===== config.mk =====
export PLATFORM = sky130hd
export DESIGN_NAME = pixel_blit_format_convert_flat
export DESIGN_NICKNAME = d
export VERILOG_FILES = /design/src/rtl/core/pbfc_pkg.sv /design/src/rtl/core/pbfc_in_if.sv /design/src/rtl/core/pbfc_out_if.sv /design/src/rtl/core/pbfc_cfg_regs.sv /design/src/rtl/core/pbfc_raster_count.sv /design/src/rtl/core/pbfc_place.sv /design/src/rtl/core/pbfc_color.sv /design/src/rtl/core/pixel_blit_format_convert.sv /design/src/flat_wrapper.sv
export VERILOG_INCLUDE_DIRS = /design/src /design/src/rtl/core
export SDC_FILE = /design/constraint.sdc
export NUM_CORES = 1
export LEC_CHECK = 0
export BUFFER_PORTS_ARGS = -buffer_cell sky130_fd_sc_hd__buf_4
export CORE_ASPECT_RATIO = 0.6
export CORE_UTILIZATION = 40
export DETAILED_ROUTE_END_ITERATION = 16
export PLACE_DENSITY = 0.62
export SKIP_LAST_GASP = 1
export SYNTH_ARGS = -nofsm -noshare
export SYNTH_HDL_FRONTEND = slang
export SYNTH_SLANG_ARGS = --single-unit
export TNS_END_PERCENT = 5

===== constraint.sdc =====
create_clock -name i_clk -period 9 [get_ports i_clk]
set_input_delay 0.9 -clock i_clk [delete_from_list [all_inputs] [get_ports i_clk]]
set_output_delay 0.9 -clock i_clk [all_outputs]
set_load 0.01 [all_outputs]

===== src/rtl/core/pixel_blit_format_convert_defines.svh =====
// ---------------------------------------------------------------------------
// Pixel blit format convert: assertion macros
// Shared property wrappers for the blit core checks.
// ---------------------------------------------------------------------------
`ifndef PIXEL_BLIT_FORMAT_CONVERT_DEFINES_SVH
`define PIXEL_BLIT_FORMAT_CONVERT_DEFINES_SVH

// Same-cycle implication, disabled in reset.
`define PBFC_ASSERT_NOW(label, clk, rst_n, ante, cons, msg) \
    label: assert property (@(posedge clk) disable iff (!(rst_n)) \
        (ante) |-> (cons)) else $error(msg);

// Next-cycle implication, disabled in reset.
`define PBFC_ASSERT_NEXT(label, clk, rst_n, ante, cons, msg) \
    label: assert property (@(posedge clk) disable iff (!(rst_n)) \
        (ante) |=> (cons)) else $error(msg);

`endif


===== src/rtl/core/pbfc_pkg.sv =====
// ---------------------------------------------------------------------------
// pbfc_pkg
// Types, register codes and color scaling helpers for the blit core.
// ---------------------------------------------------------------------------
`default_nettype none

package pbfc_pkg;

    localparam int CFG_IDX_W  = 3;
    localparam int CFG_DATA_W = 9;

    typedef enum logic [1:0] {
        FMT_RGB565   = 2'd0,
        FMT_RGBA8888 = 2'd1,
        FMT_ARGB8888 = 2'd2,
        FMT_RGBA5551 = 2'd3
    } t_pix_fmt;

    typedef enum logic [CFG_IDX_W-1:0] {
        CFG_PIX_FMT       = 3'd0,
        CFG_ROTATE        = 3'd1,
        CFG_WINDOW_WIDTH  = 3'd2,
        CFG_WINDOW_HEIGHT = 3'd3,
        CFG_DEST_X        = 3'd4,
        CFG_DEST_Y        = 3'd5,
        CFG_MIRROR_ORIGIN = 3'd6
    } t_cfg_idx;

    typedef struct packed {
        t_pix_fmt    pix_fmt;
        logic        rotate;
        logic [8:0]  win_w;
        logic [8:0]  win_h;
        logic [7:0]  dest_x;
        logic [7:0]  dest_y;
        logic [7:0]  mirror;
    } t_cfg;

    typedef struct packed {
        logic        we;
        logic [7:0]  x;
        logic [7:0]  y;
    } t_place;

    typedef struct packed {
        logic [7:0]  ch_r;
        logic [7:0]  ch_g;
        logic [7:0]  ch_b;
    } t_rgb;

    // v*255/31 truncated = 8v + floor(7v/31); the fraction steps at fixed v.
    function automatic logic [7:0] scale5(input logic [4:0] v);
        logic [2:0] k;
        if (v >= 5'd31)      k = 3'd7;
        else if (v >= 5'd27) k = 3'd6;
        else if (v >= 5'd23) k = 3'd5;
        else if (v >= 5'd18) k = 3'd4;
        else if (v >= 5'd14) k = 3'd3;
        else if (v >= 5'd9)  k = 3'd2;
        else if (v >= 5'd5)  k = 3'd1;
        else                 k = 3'd0;
        return {v, 3'b000} + {5'b00000, k};
    endfunction

    // v*255/63 truncated = 4v + floor(v/21).
    function automatic logic [7:0] scale6(input logic [5:0] v);
        logic [1:0] k;
        if (v >= 6'd63)      k = 2'd3;
        else if (v >= 6'd42) k = 2'd2;
        else if (v >= 6'd21) k = 2'd1;
        else                 k = 2'd0;
        return {v, 2'b00} + {6'b000000, k};
    endfunction

    // Zero acts as one, anything past 256 acts as 256.
    function automatic logic [8:0] clamp_size(input logic [8:0] v);
        if (v == 9'd0)        return 9'd1;
        else if (v > 9'd256)  return 9'd256;
        else                  return v;
    endfunction

endpackage

`default_nettype wire


===== src/rtl/core/pbfc_in_if.sv =====
// ---------------------------------------------------------------------------
// pbfc_in_if
// Raw pixel channel: valid/ready handshake with one source word.
// ---------------------------------------------------------------------------
`default_nettype none

interface pbfc_in_if;
    logic        valid;
    logic        ready;
    logic [31:0] raw_pixel;

    modport source (output valid, output raw_pixel, input ready);
    modport sink   (input valid, input raw_pixel, output ready);
endinterface

`default_nettype wire


===== src/rtl/core/pbfc_out_if.sv =====
// ---------------------------------------------------------------------------
// pbfc_out_if
// Panel pixel channel: valid/ready handshake with placed, converted pixel.
// ---------------------------------------------------------------------------
`default_nettype none

interface pbfc_out_if;
    logic       valid;
    logic       ready;
    logic       write_enable;
    logic [7:0] out_x;
    logic [7:0] out_y;
    logic [7:0] ch_r;
    logic [7:0] ch_g;
    logic [7:0] ch_b;
    logic       frame_end;

    modport source (output valid, output write_enable, output out_x, output out_y,
                    output ch_r, output ch_g, output ch_b, output frame_end,
                    input ready);
    modport sink   (input valid, input write_enable, input out_x, input out_y,
                    input ch_r, input ch_g, input ch_b, input frame_end,
                    output ready);
endinterface

`default_nettype wire


===== src/rtl/core/pbfc_cfg_regs.sv =====
// ---------------------------------------------------------------------------
// pbfc_cfg_regs
// Configuration register file; unknown indexes are dropped.
// ---------------------------------------------------------------------------
`default_nettype none

module pbfc_cfg_regs (
    input  wire logic                             i_clk,
    input  wire logic                             i_rst_n,
    input  wire logic                             i_cfg_we,
    input  wire logic [pbfc_pkg::CFG_IDX_W-1:0]   i_cfg_idx,
    input  wire logic [pbfc_pkg::CFG_DATA_W-1:0]  i_cfg_data,
    output pbfc_pkg::t_cfg                        o_cfg
);

    pbfc_pkg::t_cfg r_cfg;
    pbfc_pkg::t_cfg n_cfg;

    always_comb begin
        n_cfg = r_cfg;
        if (i_cfg_we) begin
            case (pbfc_pkg::t_cfg_idx'(i_cfg_idx))
                pbfc_pkg::CFG_PIX_FMT:
                    n_cfg.pix_fmt = pbfc_pkg::t_pix_fmt'(i_cfg_data[1:0]);
                pbfc_pkg::CFG_ROTATE:        n_cfg.rotate = i_cfg_data[0];
                pbfc_pkg::CFG_WINDOW_WIDTH:  n_cfg.win_w  = i_cfg_data[8:0];
                pbfc_pkg::CFG_WINDOW_HEIGHT: n_cfg.win_h  = i_cfg_data[8:0];
                pbfc_pkg::CFG_DEST_X:        n_cfg.dest_x = i_cfg_data[7:0];
                pbfc_pkg::CFG_DEST_Y:        n_cfg.dest_y = i_cfg_data[7:0];
                pbfc_pkg::CFG_MIRROR_ORIGIN: n_cfg.mirror = i_cfg_data[7:0];
                default: ;
            endcase
        end
    end

    always_ff @(posedge i_clk) begin
        if (!i_rst_n) begin
            r_cfg.pix_fmt      <= pbfc_pkg::FMT_RGB565;
            r_cfg.rotate       <= 1'b0;
            r_cfg.win_w        <= 9'd1;
            r_cfg.win_h        <= 9'd1;
            r_cfg.dest_x       <= 8'd0;
            r_cfg.dest_y       <= 8'd0;
            r_cfg.mirror       <= 8'd0;
        end else begin
            r_cfg <= n_cfg;
        end
    end

    assign o_cfg = r_cfg;

endmodule

`default_nettype wire


===== src/rtl/core/pbfc_raster_count.sv =====
// ---------------------------------------------------------------------------
// pbfc_raster_count
// Column and row counters over the source window.
// ---------------------------------------------------------------------------
`default_nettype none

module pbfc_raster_count (
    input  wire logic        i_clk,
    input  wire logic        i_rst_n,
    input  wire logic        i_advance,
    input  wire logic [8:0]  i_win_w,
    input  wire logic [8:0]  i_win_h,
    output logic      [7:0]  o_col,
    output logic      [7:0]  o_row,
    output logic             o_last_col,
    output logic             o_last_row
);

    logic [7:0] r_col;
    logic [7:0] r_row;
    logic [7:0] n_col;
    logic [7:0] n_row;

    // A count past a shrunk window still counts as the last position.
    assign o_last_col = ({1'b0, r_col} + 9'd1) >= pbfc_pkg::clamp_size(i_win_w);
    assign o_last_row = ({1'b0, r_row} + 9'd1) >= pbfc_pkg::clamp_size(i_win_h);

    always_comb begin
        n_col = r_col;
        n_row = r_row;
        if (i_advance) begin
            if (o_last_col) begin
                n_col = 8'd0;
                n_row = o_last_row ? 8'd0 : r_row + 8'd1;
            end else begin
                n_col = r_col + 8'd1;
            end
        end
    end

    always_ff @(posedge i_clk) begin
        if (!i_rst_n) begin
            r_col <= 8'd0;
            r_row <= 8'd0;
        end else begin
            r_col <= n_col;
            r_row <= n_row;
        end
    end

    assign o_col = r_col;
    assign o_row = r_row;

endmodule

`default_nettype wire


===== src/rtl/core/pbfc_place.sv =====
// ---------------------------------------------------------------------------
// pbfc_place
// Map window position to panel coordinates, clip and mirror.
// ---------------------------------------------------------------------------
`default_nettype none

module pbfc_place #(
    parameter int PANEL_WIDTH  = 128,
    parameter int PANEL_HEIGHT = 64
) (
    input  wire pbfc_pkg::t_cfg   i_cfg,
    input  wire logic [7:0]       i_col,
    input  wire logic [7:0]       i_row,
    output pbfc_pkg::t_place      o_place
);

    localparam logic [8:0] PanelW = 9'(PANEL_WIDTH);
    localparam logic [8:0] PanelH = 9'(PANEL_HEIGHT);

    logic [8:0] wx;
    logic [8:0] wy;
    logic [7:0] mx;
    logic       on_panel;

    always_comb begin
        wx       = {1'b0, i_cfg.dest_x} + {1'b0, i_col};
        wy       = {1'b0, i_cfg.dest_y} + {1'b0, i_row};
        mx       = i_cfg.mirror - wx[7:0];
        on_panel = (wx < PanelW) && (wy < PanelH);

        o_place.we = on_panel;
        o_place.x  = wx[7:0];
        o_place.y  = wy[7:0];
        if (on_panel && i_cfg.rotate) begin
            if (wx > {1'b0, i_cfg.mirror}) begin
                o_place.we = 1'b0;
            end else begin
                o_place.x = mx;
                if ({1'b0, mx} >= PanelW) o_place.we = 1'b0;
            end
        end
    end

endmodule

`default_nettype wire


===== src/rtl/core/pbfc_color.sv =====
// ---------------------------------------------------------------------------
// pbfc_color
// Convert a source pixel word to 8-bit components.
// ---------------------------------------------------------------------------
`default_nettype none

module pbfc_color (
    input  wire pbfc_pkg::t_pix_fmt  i_fmt,
    input  wire logic [31:0]         i_pixel,
    output pbfc_pkg::t_rgb           o_rgb
);

    logic [15:0] half;

    assign half = i_pixel[15:0];

    always_comb begin
        case (i_fmt)
            pbfc_pkg::FMT_RGB565: begin
                o_rgb.ch_r = pbfc_pkg::scale5(half[15:11]);
                o_rgb.ch_g = pbfc_pkg::scale6(half[10:5]);
                o_rgb.ch_b = pbfc_pkg::scale5(half[4:0]);
            end
            pbfc_pkg::FMT_RGBA8888: begin
                o_rgb.ch_r = i_pixel[31:24];
                o_rgb.ch_g = i_pixel[23:16];
                o_rgb.ch_b = i_pixel[15:8];
            end
            pbfc_pkg::FMT_ARGB8888: begin
                o_rgb.ch_r = i_pixel[23:16];
                o_rgb.ch_g = i_pixel[15:8];
                o_rgb.ch_b = i_pixel[7:0];
            end
            default: begin
                o_rgb.ch_r = pbfc_pkg::scale5(half[15:11]);
                o_rgb.ch_g = pbfc_pkg::scale5(half[10:6]);
                o_rgb.ch_b = pbfc_pkg::scale5(half[5:1]);
            end
        endcase
    end

endmodule

`default_nettype wire


===== src/rtl/core/pixel_blit_format_convert.sv =====
// ---------------------------------------------------------------------------
// pixel_blit_format_convert
// Raster blit: place, clip, mirror and color-convert a source pixel stream.
// ---------------------------------------------------------------------------
// Takes one source word per clock, barring back-pressure, in raster order
// over a window_width x window_height window, returning one panel word per
// source word in order; throughput is one word per clock while o_pix.ready
// is high. An input register feeds the result register, with the placement
// adder/comparators and the color scaling between them. The input side
// keeps taking words while a finished result waits at the output, until
// both registers are full. write_enable low means the pixel is off the
// panel (or mirrored off it) and the coordinate and color fields read zero;
// frame_end marks the last pixel of the window either way. Configuration
// writes belong in idle time only; they never touch the column/row count.
`default_nettype none

`include "pixel_blit_format_convert_defines.svh"

module pixel_blit_format_convert #(
    parameter int PANEL_WIDTH  = 128,
    parameter int PANEL_HEIGHT = 64
) (
    input  wire logic                             i_clk,
    input  wire logic                             i_rst_n,
    input  wire logic                             i_cfg_we,
    input  wire logic [pbfc_pkg::CFG_IDX_W-1:0]   i_cfg_idx,
    input  wire logic [pbfc_pkg::CFG_DATA_W-1:0]  i_cfg_data,
    pbfc_in_if.sink                               i_pix,
    pbfc_out_if.source                            o_pix
);

    pbfc_pkg::t_cfg   cfg;
    pbfc_pkg::t_place place;
    pbfc_pkg::t_rgb   rgb;

    logic [7:0] col;
    logic [7:0] row;
    logic       last_col;
    logic       last_row;

    logic       in_acc;
    logic       s1_ready;
    logic       s2_ready;
    logic       s2_load;

    // Input register: the raw word and the window position it was taken at.
    logic        r_s1_valid;
    logic [31:0] r_s1_pixel;
    logic [7:0]  r_s1_col;
    logic [7:0]  r_s1_row;
    logic        r_s1_end;

    // Result register.
    logic        r_out_valid;
    logic        r_out_we;
    logic [7:0]  r_out_x;
    logic [7:0]  r_out_y;
    logic [7:0]  r_out_r;
    logic [7:0]  r_out_g;
    logic [7:0]  r_out_b;
    logic        r_out_end;

    logic        n_out_we;
    logic [7:0]  n_out_x;
    logic [7:0]  n_out_y;
    logic [7:0]  n_out_r;
    logic [7:0]  n_out_g;
    logic [7:0]  n_out_b;

    // Terms for the checks at the end.
    logic        out_clipped;
    logic        out_fields_zero;
    logic        frame_done;
    logic        raster_home;

    pbfc_cfg_regs u_cfg (
        .i_clk      (i_clk),
        .i_rst_n    (i_rst_n),
        .i_cfg_we   (i_cfg_we),
        .i_cfg_idx  (i_cfg_idx),
        .i_cfg_data (i_cfg_data),
        .o_cfg      (cfg)
    );

    // Advance the raster position on every accepted word.
    pbfc_raster_count u_count (
        .i_clk      (i_clk),
        .i_rst_n    (i_rst_n),
        .i_advance  (in_acc),
        .i_win_w    (cfg.win_w),
        .i_win_h    (cfg.win_h),
        .o_col      (col),
        .o_row      (row),
        .o_last_col (last_col),
        .o_last_row (last_row)
    );

    pbfc_place #(
        .PANEL_WIDTH  (PANEL_WIDTH),
        .PANEL_HEIGHT (PANEL_HEIGHT)
    ) u_place (
        .i_cfg   (cfg),
        .i_col   (r_s1_col),
        .i_row   (r_s1_row),
        .o_place (place)
    );

    pbfc_color u_color (
        .i_fmt   (cfg.pix_fmt),
        .i_pixel (r_s1_pixel),
        .o_rgb   (rgb)
    );

    // Each register fills when it is empty or its word leaves this cycle.
    assign s2_ready    = !r_out_valid || o_pix.ready;
    assign s1_ready    = !r_s1_valid || s2_ready;
    assign s2_load     = r_s1_valid && s2_ready;
    assign in_acc      = i_pix.valid && s1_ready;
    assign i_pix.ready = s1_ready;

    always_ff @(posedge i_clk) begin
        if (!i_rst_n) begin
            r_s1_valid <= 1'b0;
        end else if (in_acc) begin
            r_s1_valid <= 1'b1;
        end else if (s2_load) begin
            r_s1_valid <= 1'b0;
        end
    end

    always_ff @(posedge i_clk) begin
        if (in_acc) begin
            r_s1_pixel <= i_pix.raw_pixel;
            r_s1_col   <= col;
            r_s1_row   <= row;
            r_s1_end   <= last_col && last_row;
        end
    end

    // Zero every coordinate and color field of a clipped pixel.
    always_comb begin
        n_out_we = place.we;
        n_out_x  = place.we ? place.x  : 8'd0;
        n_out_y  = place.we ? place.y  : 8'd0;
        n_out_r  = place.we ? rgb.ch_r : 8'd0;
        n_out_g  = place.we ? rgb.ch_g : 8'd0;
        n_out_b  = place.we ? rgb.ch_b : 8'd0;
    end

    always_ff @(posedge i_clk) begin
        if (!i_rst_n) begin
            r_out_valid <= 1'b0;
        end else if (s2_load) begin
            r_out_valid <= 1'b1;
        end else if (o_pix.ready) begin
            r_out_valid <= 1'b0;
        end
    end

    always_ff @(posedge i_clk) begin
        if (s2_load) begin
            r_out_we  <= n_out_we;
            r_out_x   <= n_out_x;
            r_out_y   <= n_out_y;
            r_out_r   <= n_out_r;
            r_out_g   <= n_out_g;
            r_out_b   <= n_out_b;
            r_out_end <= r_s1_end;
        end
    end

    assign o_pix.valid        = r_out_valid;
    assign o_pix.write_enable = r_out_we;
    assign o_pix.out_x        = r_out_x;
    assign o_pix.out_y        = r_out_y;
    assign o_pix.ch_r         = r_out_r;
    assign o_pix.ch_g         = r_out_g;
    assign o_pix.ch_b         = r_out_b;
    assign o_pix.frame_end    = r_out_end;

    assign out_clipped     = r_out_valid && !r_out_we;
    assign out_fields_zero = (r_out_x == 8'd0) && (r_out_y == 8'd0) && (r_out_r == 8'd0)
                             && (r_out_g == 8'd0) && (r_out_b == 8'd0);
    assign frame_done      = in_acc && last_col && last_row;
    assign raster_home     = (col == 8'd0) && (row == 8'd0);

    // A clipped word carries no coordinates or color.
    `PBFC_ASSERT_NOW(a_clip_zero, i_clk, i_rst_n, out_clipped, out_fields_zero, "clipped word not zero")

    // A word moving out of the input register lands in the result register.
    `PBFC_ASSERT_NEXT(a_s2_fill, i_clk, i_rst_n, s2_load, r_out_valid, "result register missed a word")

    // The last pixel of the window sends the raster position home.
    `PBFC_ASSERT_NEXT(a_frame_wrap, i_clk, i_rst_n, frame_done, raster_home, "raster count did not wrap")

endmodule

`default_nettype wire

===== src/flat_wrapper.sv =====
// flat-port wrapper written by rule: the top's interface ports become plain ports
module pixel_blit_format_convert_flat 
#(
    parameter int PANEL_WIDTH  = 128,
    parameter int PANEL_HEIGHT = 64
)
  (i_clk, i_rst_n, i_cfg_we, i_cfg_idx, i_cfg_data, i_pix_valid, i_pix_raw_pixel, i_pix_ready, o_pix_valid, o_pix_write_enable, o_pix_out_x, o_pix_out_y, o_pix_ch_r, o_pix_ch_g, o_pix_ch_b, o_pix_frame_end, o_pix_ready);
  pbfc_in_if i_pix_i ();
  pbfc_out_if o_pix_i ();
  input  wire logic i_clk;
  input  wire logic i_rst_n;
  input  wire logic i_cfg_we;
  input  wire logic [pbfc_pkg::CFG_IDX_W-1:0] i_cfg_idx;
  input  wire logic [pbfc_pkg::CFG_DATA_W-1:0] i_cfg_data;
  input wire logic [$bits(i_pix_i.valid)-1:0] i_pix_valid;
  input wire logic [$bits(i_pix_i.raw_pixel)-1:0] i_pix_raw_pixel;
  output wire logic [$bits(i_pix_i.ready)-1:0] i_pix_ready;
  output wire logic [$bits(o_pix_i.valid)-1:0] o_pix_valid;
  output wire logic [$bits(o_pix_i.write_enable)-1:0] o_pix_write_enable;
  output wire logic [$bits(o_pix_i.out_x)-1:0] o_pix_out_x;
  output wire logic [$bits(o_pix_i.out_y)-1:0] o_pix_out_y;
  output wire logic [$bits(o_pix_i.ch_r)-1:0] o_pix_ch_r;
  output wire logic [$bits(o_pix_i.ch_g)-1:0] o_pix_ch_g;
  output wire logic [$bits(o_pix_i.ch_b)-1:0] o_pix_ch_b;
  output wire logic [$bits(o_pix_i.frame_end)-1:0] o_pix_frame_end;
  input wire logic [$bits(o_pix_i.ready)-1:0] o_pix_ready;
  assign i_pix_i.valid = i_pix_valid;
  assign i_pix_i.raw_pixel = i_pix_raw_pixel;
  assign i_pix_ready = i_pix_i.ready;
  assign o_pix_valid = o_pix_i.valid;
  assign o_pix_write_enable = o_pix_i.write_enable;
  assign o_pix_out_x = o_pix_i.out_x;
  assign o_pix_out_y = o_pix_i.out_y;
  assign o_pix_ch_r = o_pix_i.ch_r;
  assign o_pix_ch_g = o_pix_i.ch_g;
  assign o_pix_ch_b = o_pix_i.ch_b;
  assign o_pix_frame_end = o_pix_i.frame_end;
  assign o_pix_i.ready = o_pix_ready;
  pixel_blit_format_convert #(.PANEL_WIDTH(PANEL_WIDTH), .PANEL_HEIGHT(PANEL_HEIGHT)) u_core (.i_clk(i_clk), .i_rst_n(i_rst_n), .i_cfg_we(i_cfg_we), .i_cfg_idx(i_cfg_idx), .i_cfg_data(i_cfg_data), .i_pix(i_pix_i), .o_pix(o_pix_i));
endmodule

* Yosys cells after proc, flatten, opt, wreduce, memory -nomap -nowiden
Index checks and enable logic that the tools add are counted.
Word-level totals: flip-flop bits (word level) 154
Cells by class: order comparisons 39, eq/ne operators 8, $add $sub $neg 13, mux-type cells 52, reduce and logical (&&, ||, !) cells 24
Operators with widths (number):
- $ge 5x5->1 const B | 16
- $pmux 24 s3 | 1
- $mux 3 | 21
- $mux 9 | 5
- $add 8x3->8 | 5
- $ge 5x4->1 const B | 8
- $mux 8 | 3
- $mux 2 | 11
- $ge 5x3->1 const B | 4
- $add 8x1->9 const B | 2
- $add 8x8->9 | 2
- $ge 9x9->1 | 2
- $gt 9x9->1 const B | 2
- $logic_not 9->1 | 2
- $add 8x1->8 const B | 2
- $reduce_and 2->1 | 8
- $ge 6x6->1 const B | 2
- $mux 1 | 11
- $eq 3x3->1 const B | 3
- $gt 9x8->1 | 1
- $lt 9x7->1 const B | 1
- $lt 9x8->1 const B | 1
- $add 8x2->8 | 1
- $ge 8x8->1 const B | 1
- 13 further kinds | 21

* Logic depth before layout (Yosys ltp)
depth in word-level cells 11, gate-level depth with buffers 16, gate-level depth less buffers 13

* Modules after synthesis
A second synthesis with hierarchy kept.
Unflattened totals: cells, all modules 800, area, all modules 8649.5 sq um
Modules (own cells, without submodules):
- pixel_blit_format_convert | cells an instance 145, times used 1, area each 3113.0 sq um, seq. area each 2772.7 sq um
- pbfc_cfg_regs | cells an instance 163, times used 1, area each 1714.1 sq um, seq. area each 900.9 sq um
- pbfc_raster_count | cells an instance 176, times used 1, area each 1472.7 sq um, seq. area each 320.3 sq um
- pbfc_place | cells an instance 163, times used 1, area each 1307.5 sq um, seq. area each 0.0 sq um
- pbfc_color | cells an instance 153, times used 1, area each 1042.2 sq um, seq. area each 0.0 sq um

* Least setup slack after synthesis
OpenSTA, ideal clock, no wires.
kind register to register, from reg u_core.r_s1_col[0], to reg u_core.r_out_x[0], in the netlist u_core.o_pix.out_x[0] (data pin), cell stages (with the launch flop) 14, required time 8730 ps, arrival 3084 ps, setup slack 5647 ps, path buffers 0, period minus slack after synthesis 3353 ps, cells stage by stage edfxtp_1 -> ha_1 -> fa_1 -> a211oi_1 -> o21bai_1 -> a21oi_1 -> xnor2_1 -> ha_1 -> nand2_1 -> or3_1 -> o221ai_1 -> nand3_1 -> mux2i_1 -> nor3b_1
Between the ends: cells in the longest elaborated chain, start to end 6
RTL lines:
- from (decl) | line pixel_blit_format_convert.sv:49 | logic [7:0] r_s1_col;
- from (signal assigned) | line pixel_blit_format_convert.sv:134 | r_s1_col <= col;
- $add 8x8->9 (*) | line pbfc_place.sv:26 | wx = {1'b0, i_cfg.dest_x} + {1'b0, i_col};
- $sub 8x8->8 or $lt 9x8->1 (tied branches) | line pbfc_place.sv:28, pbfc_place.sv:29
- $ge 8x8->1 or $logic_and 1x1->1 (tied branches) | line pbfc_place.sv:39, pbfc_place.sv:29
- $mux 1 | line pbfc_place.sv:39 | if ({1'b0, mx} >= PanelW) o_place.we = 1'b0;
- $mux 1 | line pbfc_place.sv:35 | if (wx > {1'b0, i_cfg.mirror}) begin
- $mux 9 (*) | line pbfc_place.sv:34 | if (on_panel && i_cfg.rotate) begin
- to (signal assigned) | line pixel_blit_format_convert.sv:163 | r_out_x <= n_out_x;
- to (decl) | line pixel_blit_format_convert.sv:56 | logic [7:0] r_out_x;
Every way passes the cells marked *; elsewhere a longest branch is shown, timed or not. A chain may end at the register's enable or synchronous reset.

* Worst setup path in the final report
from reg u_core.r_s1_col[4], to reg u_core.r_out_x[0], in the netlist u_core.o_pix.out_x[0] (data pin)
Same word-level chain as after synthesis.

==> flow_summary.yaml <==
power_and_ir_drop:
  p_total_w: 0.00175
  leakage_nw: 3.82
  vdd_drop_max_v: 0.000130
  powerDensity_nw_per_um2: 172
clocking:
  cts_resized: 0
  post_cts_buffers: 0
  clk_path_buf_depth: 2
  clk_pin_slew_ps: 70
  cts_hold_buf: 0
  clk_latency_ps: 430
  tritoncts: "yes"
  cts_root_buf: "clkbuf_16"
  cts.sinks: 154
  numCtsBuffers: 17
  cts_htree_levels: 4
placed_design:
  port-buffer-count: 92
  gp_congestion: 0.862
  place_ws_ps: 5090
  dp_hpwl_um: 16000
logic_synthesis:
  synthAdderAreaFrac_pct: 8.07
  synth_top_family_by_area: "simple AND/OR/NAND/NOR gates"
  async_flop_share_pct: 0
  yosysUniqueCellTypes: 64
  synth_seq_cells: 154
  synth_cells: 862
  synth-seq-area-share_pct: 46.3
  synth.avg_cell_area_um2: 10.0
  synth-edff-count: 91
  synth_flop_cell: "edfxtp_1"
  yosys_warnings: 0
  synthMuxAreaShare_pct: 4.89
  synth_xor_area_share_pct: 2.13
  synthesis.area_um2: 8620
  synth-compound-area-share_pct: 15.8
  synthSimpleGateAreaFrac_pct: 18.7
floorplanning:
  die_area_um2: 22200
  fp.dieH_um: 116
  core-area_um2: 21100
  die_w_um: 192
  row_count: 41
  initial_utilization_pct: 40.9
  num_io_pins: 93
sta:
  worst_slack_ps: 5040
  fin_crit_ps: 3960
  maxSlewHeadroom_pct: 22.8
  setup_tns_ps: 0
  maxSlewViolCount: 0
  rsz0062_at_grt: "no"
  period_share_pct: 44.0
  clock_skew_ps: 8.44
  worst_slew_pin_slew_ps: 1160
  hold_viol_final: 0
  max_freq_mhz: 253
  setup_viol: 0
setup_path:
  path_buf_inv: 1
  arrival_ps: 4210
  crit_family: "simple AND/OR/NAND/NOR gates"
  crit_chain: "ha_1, nand3_1, o211ai_1, nand4b_1, o211ai_1, inv_1, ha_1, nand4_1, or3_1, o221ai_1, nand3_1, mux2i_1, nor3b_1"
  startpoint_type: "flip-flop"
  worstSetupPathType: "reg -> reg"
  cp_max_fo: 8
  cp_slowest_cell: "ha_1"
  required_ps: 9250
  cpPeakStageDelay_ps: 450
  end_kind: "flip-flop"
route:
  viasPerCell: 5.46
  drtPass1Iterations: 5
  drc: 0
  drt_iter0_drc: 571
  wire_per_inst_um: 18.2
  routed_wl_um: 22300
  vias: 6705
  ant_nets: 0
layout:
  layout_common_cells: "nand2_1, buf_4, edfxtp_1, dfxtp_1, ha_1"
  nets: 1038
  regArea_um2: 4000
  fillers: 1945
  final_common_cell: "nand2_1"
  antennaDiodeCount: 0
  drive_above_1_share_pct: 18.4
  area_delta_synth_final_pct: 17.9
  multi_input_area_um2: 4330
run_status:
  status: "completed"
global_routing:
  grt_overflow_total: 0
  grt_antenna_before_repair: 0
  grt_max_degree: 72
  grt_pass1_wl_um: 34500
  grt_pass1_vias: 5879
  grtUsageTotal_pct: 20.8
hold_path:
  min_path_type: "reg -> reg"
flow_run:
  maxCapViolations: 0
[final timing paths]
kind / cells past startpoint / from / slack (ps) / to
worst max-delay path: 13 / u_core.r_s1_col[4]$_DFFE_PP_ / 5040 / u_core.o_pix.out_x[0]$_SDFFCE_PN0P_
worst max register to register: 13 / u_core.r_s1_col[4]$_DFFE_PP_ / 5040 / u_core.o_pix.out_x[0]$_SDFFCE_PN0P_
worst min-delay path: 0 / u_core.r_s1_end$_DFFE_PP_ / 430 / u_core.o_pix.frame_end$_DFFE_PP_
worst min register to register: 0 / u_core.r_s1_end$_DFFE_PP_ / 430 / u_core.o_pix.frame_end$_DFFE_PP_
[Yosys cell counts (9+ instances only)]
master      n  area, um2
and3_1     12       75.1
nor3_2     19        190
a21oi_1    38        190
nor2_1     36        135
nand2b_1   15       93.8
nand2_1   138        518
nor3b_1    10       75.1
clkbuf_1   35        131
xnor2_1    15        131
a21boi_0   40        300
ha_1       50        626
o21ai_0    36        180
o22ai_1     9       56.3
o21a_1     10       75.1
dfxtp_1    63       1260
nor3_1     17       85.1
nor2b_1    15       93.8
edfxtp_1   91       2730
mux2i_1    23        230
inv_1      38        143
nand3_1    22        110
[cell type report]
type                            instances  share of cell area, %
Clock buffer                           23                   5.23
Clock inverter                          9                  0.726
Inverter                               40                   1.48
Multi-Input combinational cell        625                   42.6
Sequential cell                       154                   39.3
Tap cell                              279                   3.43
Timing Repair Buffer                   98                   7.24
[kinds of logic after synthesis]
logic type / count (synthesis)
XOR/XNOR: 21
AO/OA/AOI/OAI: 198
adder cells (fa/ha/maj): 54
multiplexers: 35
AND/OR/NAND/NOR: 314
flip-flops: 154
buffers and inverters: 85
other: 1
[per-stage QoR]
step	std cells	hold slack, ps	util, %	cell area (um2)
after detailed placement	1196	407	45.3	9560
after global placement	1196	405	45.3	9560
after global routing	1228	432	48.2	10200
after CTS	1228	426	48.2	10200
final	1228	431	48.2	10200
after floorplan	864	400	-	8630
[flip-flops by register name, indices dropped and copies added (netlist names)]
register                   count
u_core.o_pix.ch_b              8
u_core.o_pix.ch_g              8
u_core.o_pix.ch_r              8
u_core.o_pix.frame_end         1
u_core.o_pix.out_x             8
u_core.o_pix.out_y             8
u_core.o_pix.valid             1
u_core.o_pix.write_enable      1
u_core.r_s1_col                8
u_core.r_s1_end                1
u_core.r_s1_pixel             32
u_core.r_s1_row                8
u_core.r_s1_valid              1
u_core.u_cfg.o_cfg            45
u_core.u_count.o_col           8
u_core.u_count.o_row           8
[report_power, final]
part | total [W] | switching, W | internal, W | leakage [nW]
Clock | 0.000729 | 0.000308 | 0.000421 | 0.296
Sequential | 0.000809 | 0.0000279 | 0.000781 | 1.40
Combinational | 0.000212 | 0.000122 | 0.0000901 | 2.12
Total | 0.00175 | 0.000457 | 0.00129 | 3.82
[layer usage]
metal  vias up  global-route usage [%]  routed length (um)
li1       3267                       -                   -
met1      3184                    34.5               12200
met2       234                    24.7                8050
met3        20                    5.78                1770
met4         0                    5.45                 231
met5         -                       0                   0
(Power assumes the default switching activity.)
